**src/rtl/vsws_pkg.sv**
```systemverilog
// Shared constants, register codes and controller/datapath interface types.
`default_nettype none

package vsws_pkg;

    // Window depth default and fixed field widths.
    localparam int WINDOW_DEF = 100;
    localparam int DATA_W     = 18;
    localparam int SAMPLE_W   = 32;
    localparam int CFG_IDX_W  = 3;
    localparam int CFG_DATA_W = 18;
    localparam int CNT7_W     = 7;

    // Configuration register indexes.
    typedef enum logic [CFG_IDX_W-1:0] {
        CFG_VALID_LOW  = 3'd0,
        CFG_VALID_HIGH = 3'd1,
        CFG_AVG_ENABLE = 3'd2,
        CFG_MIN_VALID  = 3'd3,
        CFG_LOOKBACK   = 3'd4
    } t_cfg_idx;

    // Configuration reset values.
    localparam logic signed [DATA_W-1:0] VALID_LOW_RST  = -18'sd40000;
    localparam logic signed [DATA_W-1:0] VALID_HIGH_RST = 18'sd125000;
    localparam logic                     AVG_ENABLE_RST = 1'b1;
    localparam logic [CNT7_W-1:0]        MIN_VALID_RST  = 7'd50;
    localparam logic [CNT7_W-1:0]        LOOKBACK_RST   = 7'd10;

    // Operation codes of an input beat.
    localparam logic OP_SAMPLE = 1'b0;
    localparam logic OP_CLEAR  = 1'b1;

    // Commands from the controller to the datapath.
    typedef struct packed {
        logic load;
        logic clear;
        logic update;
        logic start_div;
        logic scan_init;
        logic scan_step;
        logic fetch_done;
        logic avg_load;
        logic finish;
    } t_dp_cmd;

    // Status from the datapath to the controller.
    typedef struct packed {
        logic is_clear;
        logic div_needed;
        logic div_done;
        logic scan_end;
        logic scan_hit;
        logic out_free;
    } t_dp_stat;

endpackage

`default_nettype wire

```
**src/rtl/vsws_div.sv**
```systemverilog
// Iterative signed divider, one quotient bit per cycle, truncating toward zero.
`default_nettype none

module vsws_div
    import vsws_pkg::*;
#(
    parameter int NUM_W = 25,
    parameter int DEN_W = 7
) (
    input  wire                     i_clk,
    input  wire                     i_rst_n,
    input  wire                     i_start,
    input  wire signed [NUM_W-1:0]  i_num,
    input  wire        [DEN_W-1:0]  i_den,
    output logic                    o_done,
    output logic signed [NUM_W-1:0] o_quot
);

    localparam int STEP_W = $clog2(NUM_W + 1);

    logic              r_busy;
    logic              r_done;
    logic              r_neg;
    logic [NUM_W-1:0]  r_quo;
    logic [DEN_W-1:0]  r_rem;
    logic [DEN_W-1:0]  r_den;
    logic [STEP_W-1:0] r_step;

    logic [DEN_W:0]    w_trial;
    logic              w_fits;
    logic [DEN_W:0]    w_diff;

    // One restoring step: shift in the next dividend bit and try the subtract.
    assign w_trial = {r_rem, r_quo[NUM_W-1]};
    assign w_fits  = (w_trial >= {1'b0, r_den});
    assign w_diff  = w_trial - {1'b0, r_den};

    // Control of the iteration.
    always_ff @(posedge i_clk) begin
        if (!i_rst_n) begin
            r_busy <= 1'b0;
            r_done <= 1'b0;
            r_step <= '0;
        end else begin
            r_done <= 1'b0;
            if (i_start) begin
                r_busy <= 1'b1;
                r_step <= STEP_W'(NUM_W);
            end else if (r_busy) begin
                r_step <= r_step - 1'b1;
                if (r_step == STEP_W'(1)) begin
                    r_busy <= 1'b0;
                    r_done <= 1'b1;
                end
            end
        end
    end

    // Magnitude division with the sign applied at the end.
    always_ff @(posedge i_clk) begin
        if (i_start) begin
            r_neg <= i_num[NUM_W-1];
            r_quo <= i_num[NUM_W-1] ? (-i_num) : i_num;
            r_rem <= '0;
            r_den <= i_den;
        end else if (r_busy) begin
            r_rem <= w_fits ? w_diff[DEN_W-1:0] : w_trial[DEN_W-1:0];
            r_quo <= {r_quo[NUM_W-2:0], w_fits};
        end
    end

    assign o_done = r_done;
    assign o_quot = r_neg ? (-r_quo) : r_quo;

endmodule

`default_nettype wire

```
**src/rtl/vsws_dp.sv**
```systemverilog
// Datapath: configuration, window store, running sum, statistics and output register.
`default_nettype none

module vsws_dp
    import vsws_pkg::*;
#(
    parameter int WINDOW = WINDOW_DEF
) (
    input  wire                         i_clk,
    input  wire                         i_rst_n,
    input  t_dp_cmd                     i_cmd,
    output t_dp_stat                    o_stat,
    input  wire                         i_cfg_valid,
    input  wire  [CFG_IDX_W-1:0]        i_cfg_index,
    input  wire  [CFG_DATA_W-1:0]       i_cfg_data,
    input  wire                         i_op,
    input  wire  signed [SAMPLE_W-1:0]  i_sample_in,
    input  wire                         i_out_ready,
    output logic                        o_out_valid,
    output logic signed [DATA_W-1:0]    o_current_value,
    output logic                        o_current_ok,
    output logic signed [DATA_W-1:0]    o_avg_value,
    output logic                        o_avg_ok,
    output logic signed [DATA_W-1:0]    o_max_value,
    output logic                        o_max_ok,
    output logic signed [DATA_W-1:0]    o_recent_value,
    output logic                        o_recent_ok
);

    localparam int IDX_W = (WINDOW > 1) ? $clog2(WINDOW) : 1;
    localparam int CNT_W = $clog2(WINDOW + 1);
    localparam int SUM_W = DATA_W + CNT_W;
    localparam int EXT_W = SAMPLE_W - DATA_W;

    // Configuration registers.
    logic signed [DATA_W-1:0] r_valid_low;
    logic signed [DATA_W-1:0] r_valid_high;
    logic                     r_avg_enable;
    logic [CNT7_W-1:0]        r_min_valid;
    logic [CNT7_W-1:0]        r_lookback;

    // Window store: valid bits in flops, values in a memory.
    logic [WINDOW-1:0]        r_valid;
    logic [DATA_W-1:0]        r_mem [WINDOW];
    logic [DATA_W-1:0]        r_rd_data;
    logic [IDX_W-1:0]         r_wr_idx;

    // Statistics state.
    logic signed [SUM_W-1:0]  r_sum;
    logic [CNT_W-1:0]         r_count;
    logic                     r_new_ok;
    logic signed [DATA_W-1:0] r_new_val;
    logic                     r_cur_ok;
    logic signed [DATA_W-1:0] r_cur_val;
    logic                     r_avg_ok;
    logic signed [DATA_W-1:0] r_avg_val;
    logic                     r_max_ok;
    logic signed [DATA_W-1:0] r_max_val;

    // Lookback scan state.
    logic [IDX_W-1:0]         r_scan_idx;
    logic [CNT_W-1:0]         r_scan_left;
    logic                     r_rec_ok;
    logic signed [DATA_W-1:0] r_rec_val;

    // Output register.
    logic                     r_out_valid;
    logic signed [DATA_W-1:0] r_o_cur_val;
    logic                     r_o_cur_ok;
    logic signed [DATA_W-1:0] r_o_avg_val;
    logic                     r_o_avg_ok;
    logic signed [DATA_W-1:0] r_o_max_val;
    logic                     r_o_max_ok;
    logic signed [DATA_W-1:0] r_o_rec_val;
    logic                     r_o_rec_ok;

    logic signed [SAMPLE_W-1:0] w_low_ext;
    logic signed [SAMPLE_W-1:0] w_high_ext;
    logic                       w_in_range;
    logic                       w_old_ok;
    logic signed [SUM_W-1:0]    w_old_term;
    logic signed [SUM_W-1:0]    w_new_term;
    logic [IDX_W-1:0]           w_wr_next;
    logic [IDX_W-1:0]           w_scan_prev;
    logic [CNT_W-1:0]           w_lb_sat;
    logic                       w_div_done;
    logic signed [SUM_W-1:0]    w_quot;

    // Range check of the incoming sample against sign-extended limits.
    assign w_low_ext  = {{EXT_W{r_valid_low[DATA_W-1]}}, r_valid_low};
    assign w_high_ext = {{EXT_W{r_valid_high[DATA_W-1]}}, r_valid_high};
    assign w_in_range = (i_sample_in >= w_low_ext) && (i_sample_in <= w_high_ext);

    // Contributions of the overwritten entry and the new entry to the sum.
    assign w_old_ok   = r_valid[r_wr_idx];
    assign w_old_term = w_old_ok ? {{CNT_W{r_rd_data[DATA_W-1]}}, r_rd_data} : '0;
    assign w_new_term = r_new_ok ? {{CNT_W{r_new_val[DATA_W-1]}}, r_new_val} : '0;

    // Ring index arithmetic.
    assign w_wr_next   = (r_wr_idx == IDX_W'(WINDOW - 1)) ? '0 : r_wr_idx + 1'b1;
    assign w_scan_prev = (r_scan_idx == '0) ? IDX_W'(WINDOW - 1) : r_scan_idx - 1'b1;
    assign w_lb_sat    = (int'(r_lookback) > WINDOW) ? CNT_W'(WINDOW) : CNT_W'(r_lookback);

    // Status toward the controller.
    assign o_stat.is_clear   = (i_op == OP_CLEAR);
    assign o_stat.div_needed = r_cur_ok && r_avg_enable && (r_count != '0)
                               && (int'(r_count) >= int'(r_min_valid));
    assign o_stat.div_done   = w_div_done;
    assign o_stat.scan_end   = r_cur_ok || (r_scan_left == '0);
    assign o_stat.scan_hit   = r_valid[w_scan_prev];
    assign o_stat.out_free   = !r_out_valid || i_out_ready;

    // Configuration writes; unknown indexes are ignored.
    always_ff @(posedge i_clk) begin
        if (!i_rst_n) begin
            r_valid_low  <= VALID_LOW_RST;
            r_valid_high <= VALID_HIGH_RST;
            r_avg_enable <= AVG_ENABLE_RST;
            r_min_valid  <= MIN_VALID_RST;
            r_lookback   <= LOOKBACK_RST;
        end else if (i_cfg_valid) begin
            unique case (i_cfg_index)
                CFG_VALID_LOW:  r_valid_low  <= i_cfg_data;
                CFG_VALID_HIGH: r_valid_high <= i_cfg_data;
                CFG_AVG_ENABLE: r_avg_enable <= i_cfg_data[0];
                CFG_MIN_VALID:  r_min_valid  <= i_cfg_data[CNT7_W-1:0];
                CFG_LOOKBACK:   r_lookback   <= i_cfg_data[CNT7_W-1:0];
                default: begin
                end
            endcase
        end
    end

    // Window memory: one write and one registered read per cycle.
    always_ff @(posedge i_clk) begin
        if (i_cmd.update) begin
            r_mem[r_wr_idx] <= r_new_val;
        end
        if (i_cmd.load) begin
            r_rd_data <= r_mem[r_wr_idx];
        end else if (i_cmd.scan_step) begin
            r_rd_data <= r_mem[w_scan_prev];
        end
    end

    // Latch the checked sample of an accepted beat.
    always_ff @(posedge i_clk) begin
        if (i_cmd.load) begin
            r_new_ok  <= w_in_range;
            r_new_val <= w_in_range ? i_sample_in[DATA_W-1:0] : '0;
        end
    end

    // Window bookkeeping and running statistics.
    always_ff @(posedge i_clk) begin
        if (!i_rst_n || i_cmd.clear) begin
            r_valid   <= '0;
            r_wr_idx  <= '0;
            r_sum     <= '0;
            r_count   <= '0;
            r_cur_ok  <= 1'b0;
            r_cur_val <= '0;
            r_avg_ok  <= 1'b0;
            r_avg_val <= '0;
            r_max_ok  <= 1'b0;
            r_max_val <= '0;
        end else begin
            if (i_cmd.update) begin
                r_valid[r_wr_idx] <= r_new_ok;
                r_wr_idx  <= w_wr_next;
                r_sum     <= r_sum - w_old_term + w_new_term;
                r_count   <= r_count + CNT_W'(r_new_ok) - CNT_W'(w_old_ok);
                r_cur_ok  <= r_new_ok;
                r_cur_val <= r_new_val;
                if (r_new_ok && (!r_max_ok || (r_max_val < r_new_val))) begin
                    r_max_ok  <= 1'b1;
                    r_max_val <= r_new_val;
                end
            end
            if (i_cmd.avg_load) begin
                r_avg_ok  <= 1'b1;
                r_avg_val <= w_quot[DATA_W-1:0];
            end
        end
    end

    // Newest-first search of the lookback entries.
    always_ff @(posedge i_clk) begin
        if (!i_rst_n || i_cmd.load) begin
            r_rec_ok    <= 1'b0;
            r_scan_left <= '0;
        end else begin
            if (i_cmd.scan_init) begin
                r_scan_idx  <= r_wr_idx;
                r_scan_left <= w_lb_sat;
            end else if (i_cmd.scan_step) begin
                r_scan_idx  <= w_scan_prev;
                r_scan_left <= o_stat.scan_hit ? '0 : r_scan_left - 1'b1;
            end
            if (i_cmd.fetch_done) begin
                r_rec_ok  <= 1'b1;
                r_rec_val <= r_rd_data;
            end
        end
    end

    // Output register holds a finished result until it is taken.
    always_ff @(posedge i_clk) begin
        if (!i_rst_n) begin
            r_out_valid <= 1'b0;
        end else if (i_cmd.finish) begin
            r_out_valid <= 1'b1;
        end else if (i_out_ready) begin
            r_out_valid <= 1'b0;
        end
    end

    always_ff @(posedge i_clk) begin
        if (i_cmd.finish) begin
            r_o_cur_val <= r_cur_val;
            r_o_cur_ok  <= r_cur_ok;
            r_o_avg_val <= r_avg_val;
            r_o_avg_ok  <= r_avg_ok;
            r_o_max_val <= r_max_val;
            r_o_max_ok  <= r_max_ok;
            r_o_rec_ok  <= r_cur_ok || r_rec_ok;
            r_o_rec_val <= r_cur_ok ? r_cur_val : (r_rec_ok ? r_rec_val : '0);
        end
    end

    // Average divider.
    vsws_div #(
        .NUM_W (SUM_W),
        .DEN_W (CNT_W)
    ) u_div (
        .i_clk   (i_clk),
        .i_rst_n (i_rst_n),
        .i_start (i_cmd.start_div),
        .i_num   (r_sum),
        .i_den   (r_count),
        .o_done  (w_div_done),
        .o_quot  (w_quot)
    );

    assign o_out_valid     = r_out_valid;
    assign o_current_value = r_o_cur_val;
    assign o_current_ok    = r_o_cur_ok;
    assign o_avg_value     = r_o_avg_val;
    assign o_avg_ok        = r_o_avg_ok;
    assign o_max_value     = r_o_max_val;
    assign o_max_ok        = r_o_max_ok;
    assign o_recent_value  = r_o_rec_val;
    assign o_recent_ok     = r_o_rec_ok;

endmodule

`default_nettype wire

```
**src/rtl/vsws_ctrl.sv**
```systemverilog
// Controller state machine sequencing update, divide, lookback scan and result.
`default_nettype none

module vsws_ctrl
    import vsws_pkg::*;
(
    input  wire      i_clk,
    input  wire      i_rst_n,
    input  wire      i_in_valid,
    output logic     o_in_ready,
    input  t_dp_stat i_stat,
    output t_dp_cmd  o_cmd
);

    typedef enum logic [6:0] {
        S_IDLE   = 7'b0000001,
        S_UPDATE = 7'b0000010,
        S_CHECK  = 7'b0000100,
        S_DIV    = 7'b0001000,
        S_SCAN   = 7'b0010000,
        S_FETCH  = 7'b0100000,
        S_FINISH = 7'b1000000
    } t_state;

    t_state r_state;
    t_state n_state;

    // State register.
    always_ff @(posedge i_clk) begin
        if (!i_rst_n) begin
            r_state <= S_IDLE;
        end else begin
            r_state <= n_state;
        end
    end

    // Next state and commands.
    always_comb begin
        n_state    = r_state;
        o_cmd      = '0;
        o_in_ready = 1'b0;
        unique case (r_state)
            S_IDLE: begin
                o_in_ready = 1'b1;
                if (i_in_valid) begin
                    o_cmd.load = 1'b1;
                    if (i_stat.is_clear) begin
                        o_cmd.clear = 1'b1;
                        n_state     = S_FINISH;
                    end else begin
                        n_state = S_UPDATE;
                    end
                end
            end
            S_UPDATE: begin
                o_cmd.update = 1'b1;
                n_state      = S_CHECK;
            end
            S_CHECK: begin
                o_cmd.scan_init = 1'b1;
                if (i_stat.div_needed) begin
                    o_cmd.start_div = 1'b1;
                    n_state         = S_DIV;
                end else begin
                    n_state = S_SCAN;
                end
            end
            S_DIV: begin
                if (i_stat.div_done) begin
                    o_cmd.avg_load = 1'b1;
                    n_state        = S_SCAN;
                end
            end
            S_SCAN: begin
                if (i_stat.scan_end) begin
                    n_state = S_FINISH;
                end else begin
                    o_cmd.scan_step = 1'b1;
                    if (i_stat.scan_hit) begin
                        n_state = S_FETCH;
                    end
                end
            end
            S_FETCH: begin
                o_cmd.fetch_done = 1'b1;
                n_state          = S_FINISH;
            end
            S_FINISH: begin
                if (i_stat.out_free) begin
                    o_cmd.finish = 1'b1;
                    n_state      = S_IDLE;
                end
            end
            default: begin
                n_state = S_IDLE;
            end
        endcase
    end

endmodule

`default_nettype wire

```
**src/rtl/validated_sample_window_stats.sv**
```systemverilog
// Top level of the validated sample window statistics block.
//
// Each input beat is either a new sample or a clear. A sample is range-checked
// against valid_low..valid_high, written into a ring of WINDOW entries, and
// updates the current value, the running maximum and, when enabled and enough
// entries are valid, the window average. Every beat yields one result beat with
// current, average, maximum and the most recent valid sample within lookback
// entries. A clear goes straight to the result; a sample passes through the
// update and check steps, then the average divide or the newest-first lookback
// scan (with a fetch on a hit), and then the result. The bit-serial divider runs
// for a valid sample when the average is recomputed; its numerator has
// SUM_W = 18 + clog2(WINDOW + 1) bits, 25 at the default. An invalid sample
// instead reads at most min(lookback, WINDOW) window entries in the scan; a hit
// ends the scan early. The two never occur for the same sample. The input opens
// in the cycle after the result is loaded. One item is worked on at a time;
// the next beat is taken while a finished result still waits in the output
// register, and that item then waits for the register to free up.
// Configuration writes are taken at any cycle and belong in idle periods.
`default_nettype none

module validated_sample_window_stats
    import vsws_pkg::*;
#(
    parameter int WINDOW = WINDOW_DEF
) (
    input  wire                         i_clk,
    input  wire                         i_rst_n,
    input  wire                         i_in_valid,
    output logic                        o_in_ready,
    input  wire                         i_op,
    input  wire  signed [SAMPLE_W-1:0]  i_sample_in,
    output logic                        o_out_valid,
    input  wire                         i_out_ready,
    output logic signed [DATA_W-1:0]    o_current_value,
    output logic                        o_current_ok,
    output logic signed [DATA_W-1:0]    o_avg_value,
    output logic                        o_avg_ok,
    output logic signed [DATA_W-1:0]    o_max_value,
    output logic                        o_max_ok,
    output logic signed [DATA_W-1:0]    o_recent_value,
    output logic                        o_recent_ok,
    input  wire                         i_cfg_valid,
    output logic                        o_cfg_ready,
    input  wire  [CFG_IDX_W-1:0]        i_cfg_index,
    input  wire  [CFG_DATA_W-1:0]       i_cfg_data
);

    t_dp_cmd  w_cmd;
    t_dp_stat w_stat;

    // Configuration registers accept a write every cycle.
    assign o_cfg_ready = 1'b1;

    // Sequencer.
    vsws_ctrl u_ctrl (
        .i_clk      (i_clk),
        .i_rst_n    (i_rst_n),
        .i_in_valid (i_in_valid),
        .o_in_ready (o_in_ready),
        .i_stat     (w_stat),
        .o_cmd      (w_cmd)
    );

    // Window store, statistics and output register.
    vsws_dp #(
        .WINDOW (WINDOW)
    ) u_dp (
        .i_clk           (i_clk),
        .i_rst_n         (i_rst_n),
        .i_cmd           (w_cmd),
        .o_stat          (w_stat),
        .i_cfg_valid     (i_cfg_valid),
        .i_cfg_index     (i_cfg_index),
        .i_cfg_data      (i_cfg_data),
        .i_op            (i_op),
        .i_sample_in     (i_sample_in),
        .i_out_ready     (i_out_ready),
        .o_out_valid     (o_out_valid),
        .o_current_value (o_current_value),
        .o_current_ok    (o_current_ok),
        .o_avg_value     (o_avg_value),
        .o_avg_ok        (o_avg_ok),
        .o_max_value     (o_max_value),
        .o_max_ok        (o_max_ok),
        .o_recent_value  (o_recent_value),
        .o_recent_ok     (o_recent_ok)
    );

    // An accepted beat keeps the input closed for at least the next cycle.
    a_busy_after_accept: assert property (@(posedge i_clk) disable iff (!i_rst_n)
        (i_in_valid && o_in_ready) |=> !o_in_ready)
        else $error("input accepted again right after a beat");

    // An average exists only after some valid sample, so a maximum exists too.
    a_avg_needs_max: assert property (@(posedge i_clk) disable iff (!i_rst_n)
        (o_out_valid && o_avg_ok) |-> o_max_ok)
        else $error("average reported without a maximum");

    // A valid current sample is always the recent sample.
    a_recent_is_current: assert property (@(posedge i_clk) disable iff (!i_rst_n)
        (o_out_valid && o_current_ok) |-> (o_recent_ok && (o_recent_value == o_current_value)))
        else $error("recent value differs from valid current value");

    // Without a valid current sample the reported current value is zero.
    a_current_zero: assert property (@(posedge i_clk) disable iff (!i_rst_n)
        (o_out_valid && !o_current_ok) |-> (o_current_value == '0))
        else $error("invalid current value is not zero");

endmodule

`default_nettype wire

```
**config.mk**
```make
export PLATFORM = sky130hd
export DESIGN_NAME = validated_sample_window_stats
export DESIGN_NICKNAME = d
export VERILOG_FILES = /design/src/rtl/vsws_pkg.sv /design/src/rtl/vsws_div.sv /design/src/rtl/vsws_dp.sv /design/src/rtl/vsws_ctrl.sv /design/src/rtl/validated_sample_window_stats.sv
export SDC_FILE = /design/constraint.sdc
export NUM_CORES = 2
export LEC_CHECK = 0
export ABC_CLOCK_PERIOD_IN_PS = 13060
export BUFFER_PORTS_ARGS = -buffer_cell sky130_fd_sc_hd__buf_2
export CAP_MARGIN = 20
export CELL_PAD_IN_SITES_DETAIL_PLACEMENT = 1
export CELL_PAD_IN_SITES_GLOBAL_PLACEMENT = 2
export CORE_MARGIN = 2
export CORE_UTILIZATION = 51
export DETAILED_ROUTE_END_ITERATION = 12
export GPL_TIMING_DRIVEN = 0
export PLACE_DENSITY_LB_ADDON = 0.1
export SLEW_MARGIN = 20
export SYNTH_ARGS = -nofsm -noshare
export SYNTH_HDL_FRONTEND = slang
export SYNTH_SLANG_ARGS = --single-unit
```
**constraint.sdc**
```tcl
create_clock -name i_clk -period 13.06 [get_ports i_clk]
set_clock_uncertainty 0.05 [all_clocks]
set_input_delay 1.306 -clock i_clk [delete_from_list [all_inputs] [get_ports i_clk]]
set_output_delay 1.306 -clock i_clk [all_outputs]
set_load 0.02 [all_outputs]
```
==> impl_metrics.csv <==
group,metric,value,unit
outcome,result_of_the_run,"finished clean",
synthesis,synth.ff_latch_count,2255,
finish,post_route_cells_drive_above_1_share,25.0,%
sta,final.period_utilization,56.6,%
place,port_bufs,136,
grt,grt_first_pass_wirelength,607,mm
sta,rsz0062_at_grt,"false",
route,wl_per_cell,40.5,um
clocking,cts_tree,"yes",
critical_path,cell_seen_most_often_among_critical_path_stages,"clkbuf_1",
clocking,htree_levels,4,
clocking,clock_insertion_delay_worst_skew,960,ps
critical_path,critical_path_class,"flip-flop to flip-flop",
grt,first_global_vias,76400,
sta,tns,0,ps
sta,post_layout_worst_setup_margin,5670,ps
floorplanning,die_y,465,um
clocking,clock-root-buffer,"clkbuf_16",
floorplanning,fp-row-count,169,
synthesis,synthArstFlopShare,0,%
route,drt.antenna.violating_nets,0,
synthesis,yosysTopAreaCell,"edfxtp_1",
place,place_ws,6100,ps
critical_path,crit_chain,"inv_2, buf_2, ha_1, buf_2, inv_2, clkbuf_1, clkbuf_1, clkbuf_1, mux4_2, a211oi_1, o21ai_0, nand2_1, and3_1",
finish,final_cell_mix,"1971 x edfxtp_1, 914 x nand2_1, 900 x mux4_2",
place,placedCellCount,10300,
synthesis,yosys-top-cells-area,"edfxtp_1 55%, mux4_2 19%, dfxtp_1 5.3%",
synthesis,unique_cell_type_count_in_the_yosys_netlist,89,
floorplanning,design.portCount,138,
finish,final_common_cell,"edfxtp_1",
route,totalWireLength,439,mm
min_path,hold_path_class,"flip-flop to flip-flop",
power_and_ir_drop,power.static_leakage,41.0,nW
critical_path,signal_arrival_time_at_the_worst_endpoint,8150,ps
synthesis,synth-edff-count,1971,
floorplanning,coreArea,0.211,mm^2
route,detail_route.drc_violations,0,
sta,slew_at_the_pin_with_the_worst_max_slew_slack,1380,ps
critical_path,crit_path_end_kind,"flip-flop",
route,viasPerCell,7.12,
floorplanning,initial_utilization,51.2,%
route,detailedRoute.firstPassIterationCount,6,
finish,postLayoutCellArea,0.125,mm^2
power_and_ir_drop,clockPowerShare,43.1,%
critical_path,cpMaxStageDelayCell,"clkbuf_1",
synthesis,ys_dominant_reg_cell,"edfxtp_1",
synthesis,synth_area,0.108,mm^2
power_and_ir_drop,power_density,127,mW/mm^2
job,max_cap_viol_count,0,
clocking,clk_transition_reported_paths,60,ps
power_and_ir_drop,power_frac_seq,50.6,%
power_and_ir_drop,combPwrFrac,6.3,%
sta,final-max-slew-violation-count,0,
sta,timing_hold_violations_final,0,
power_and_ir_drop,p_total,15.9,mW
place,globalplace.congestion,1.05,
clocking,clock_tree.buffer_depth,3,
synthesis,avg_cell_area_syn,15.1,um^2
grt,antenna_found_initial,40,
synthesis,post-synth-top-area-fraction,54.7,%
sta,finalWorstPathRequiredPeriod,7390,ps
synthesis,ys_seq_area_share,59.9,%
power_and_ir_drop,net_load_switching_power,3.76,mW
power_and_ir_drop,vdd.ir_drop.worst,0.153,mV
synthesis,netlist_instances,7174,
sta,setup-violations-final,0,
finish,layout.nets,7975,
clocking,post_cts_hold_buffer_count,0,
grt,grt_overflow,0,
floorplanning,fp.dieArea,0.216,mm^2
critical_path,worst-path-max-fanout,11,
finish,layoutNonFillerInstCount,10900,
finish,area_growth_syn_to_layout,15.6,%
place,dpl.hpwl,327,mm
route,detailroute.via_count,77200,
place,postPlaceCellArea,0.117,mm^2
critical_path,timing.reg2reg.setup_slack,5670,ps
synthesis,synth.yosys.warnings,0,
grt,track_usage,40.5,%
synthesis,synth_nets,7398,
sta,maxClockFrequency,135,MHz
grt,largest_net_degree_at_the_start_of_global_routing,29,
critical_path,critical-path-max-stage-delay,1000,ps
clocking,cts_setup_buffers,0,
power_and_ir_drop,net_switching_share_of_the_total_power,23.7,%
clocking,cts_made_buffers,237,
route,drt_iter0_markers,12500,
clocking,cts.repair.resized,0,
power_and_ir_drop,internal_power,12.1,mW
sta,slew-limit-headroom,8.23,%
critical_path,crit_path_start_kind,"flip-flop",
floorplanning,fp.dieW,465,um
clocking,cts_sinks,2255,
critical_path,critical_path_required,13810,ps
area by class of cell:
class                           instances  area (um^2)
Sequential cell                      2255        64900
Clock inverter                        139         1350
Tap cell                             2821         3530
Fill cell                           19600        86400
Inverter                              181          679
Timing Repair Buffer                  338         4600
Multi-Input combinational cell       4216        41100
Buffer                                522         2380
Antenna cell                           71          178
Clock buffer                          307         6330
flip-flops by register name, indices dropped and copies added (netlist names), 25 cells and up, named ones only:
name              count
u_dp.r_mem         1800
u_dp.r_sum           25
u_dp.u_div.r_quo     25
u_dp.r_valid        100
worst max-delay path, delay by kind of cell (launching register included):
kind / cells / cell delay (ps)
AO/OA/AOI/OAI: 2 / 1340
AND/OR/NAND/NOR: 2 / 860
adder cells (fa/ha/maj): 1 / 290
flip-flops: 1 / 510
multiplexers: 1 / 420
buffers and inverters: 7 / 3760
per-layer routing:
metal,part of all wire [%],GRT usage [%],vias up
li1,-,-,29700
met1,36,54.3,40400
met2,43,57.9,6016
met3,14,13.7,1095
met4,6.6,23.0,20
met5,0.026,0,-
power by group through the flow:
stage,Sequential (mW),Combinational (mW),Clock [mW]
after floorplan,8.26,0.389,0
after global placement,8.43,0.609,0
after detailed placement,8.18,0.969,0
after CTS,8.03,0.973,6.84
after global routing,8.03,1.05,7.09
final,8.03,1.01,6.84
cell usage after synthesis (15+ instances only):
library cell / count
edfxtp_1: 1971
a21o_1: 45
o21ai_0: 268
a211oi_1: 135
o211ai_1: 55
mux2i_1: 185
a22o_1: 23
o221ai_1: 15
a221oi_1: 27
nor2b_1: 62
clkbuf_1: 296
nand2_1: 914
a21boi_0: 37
buf_1: 51
xnor2_1: 48
nor2_1: 263
buf_2: 129
dfxtp_1: 284
mux2_2: 37
buf_4: 41
nand4_1: 18
xor2_1: 31
nand3_1: 119
mux4_2: 900
nor3_1: 45
a21oi_1: 319
inv_1: 178
ha_1: 139
o31ai_1: 16
a31oi_1: 79
o22ai_1: 50
and3_1: 158
fa_1: 26
worst paths after layout:
path	start	cells after the start	endpoint
worst min register to register	u_dp.r_avg_val[5]	0	u_dp.o_avg_value[5]
worst max register to register	u_dp.r_scan_idx[0]	13	u_dp.r_rd_data[11]
worst max-delay path	u_dp.r_scan_idx[0]	13	u_dp.r_rd_data[11]
worst min-delay path	u_dp.r_avg_val[5]	0	u_dp.o_avg_value[5]
logic make-up (layout without fill, tap and decap cells):
group           after synthesis  in the layout  synth area share (%)
simple gates               1676           1676                  6.95
other cells                   1             72               0.00347
compound gates             1172           1172                  6.76
flops                      2255           2255                  59.9
mux                        1122           1122                  20.8
fa+ha+maj                   165            165                  2.09
xor+xnor                     80             80                 0.654
buf+inv                     703           1487                  2.76
stage by stage:
stage	util [%]	hold WS [ps]
after CTS	59.0	384
after floorplan	-	356
after global placement	53.2	363
final	59.1	379
after global routing	59.1	396
after detailed placement	55.4	364
Note: power is estimated with default switching activity, not from simulation.
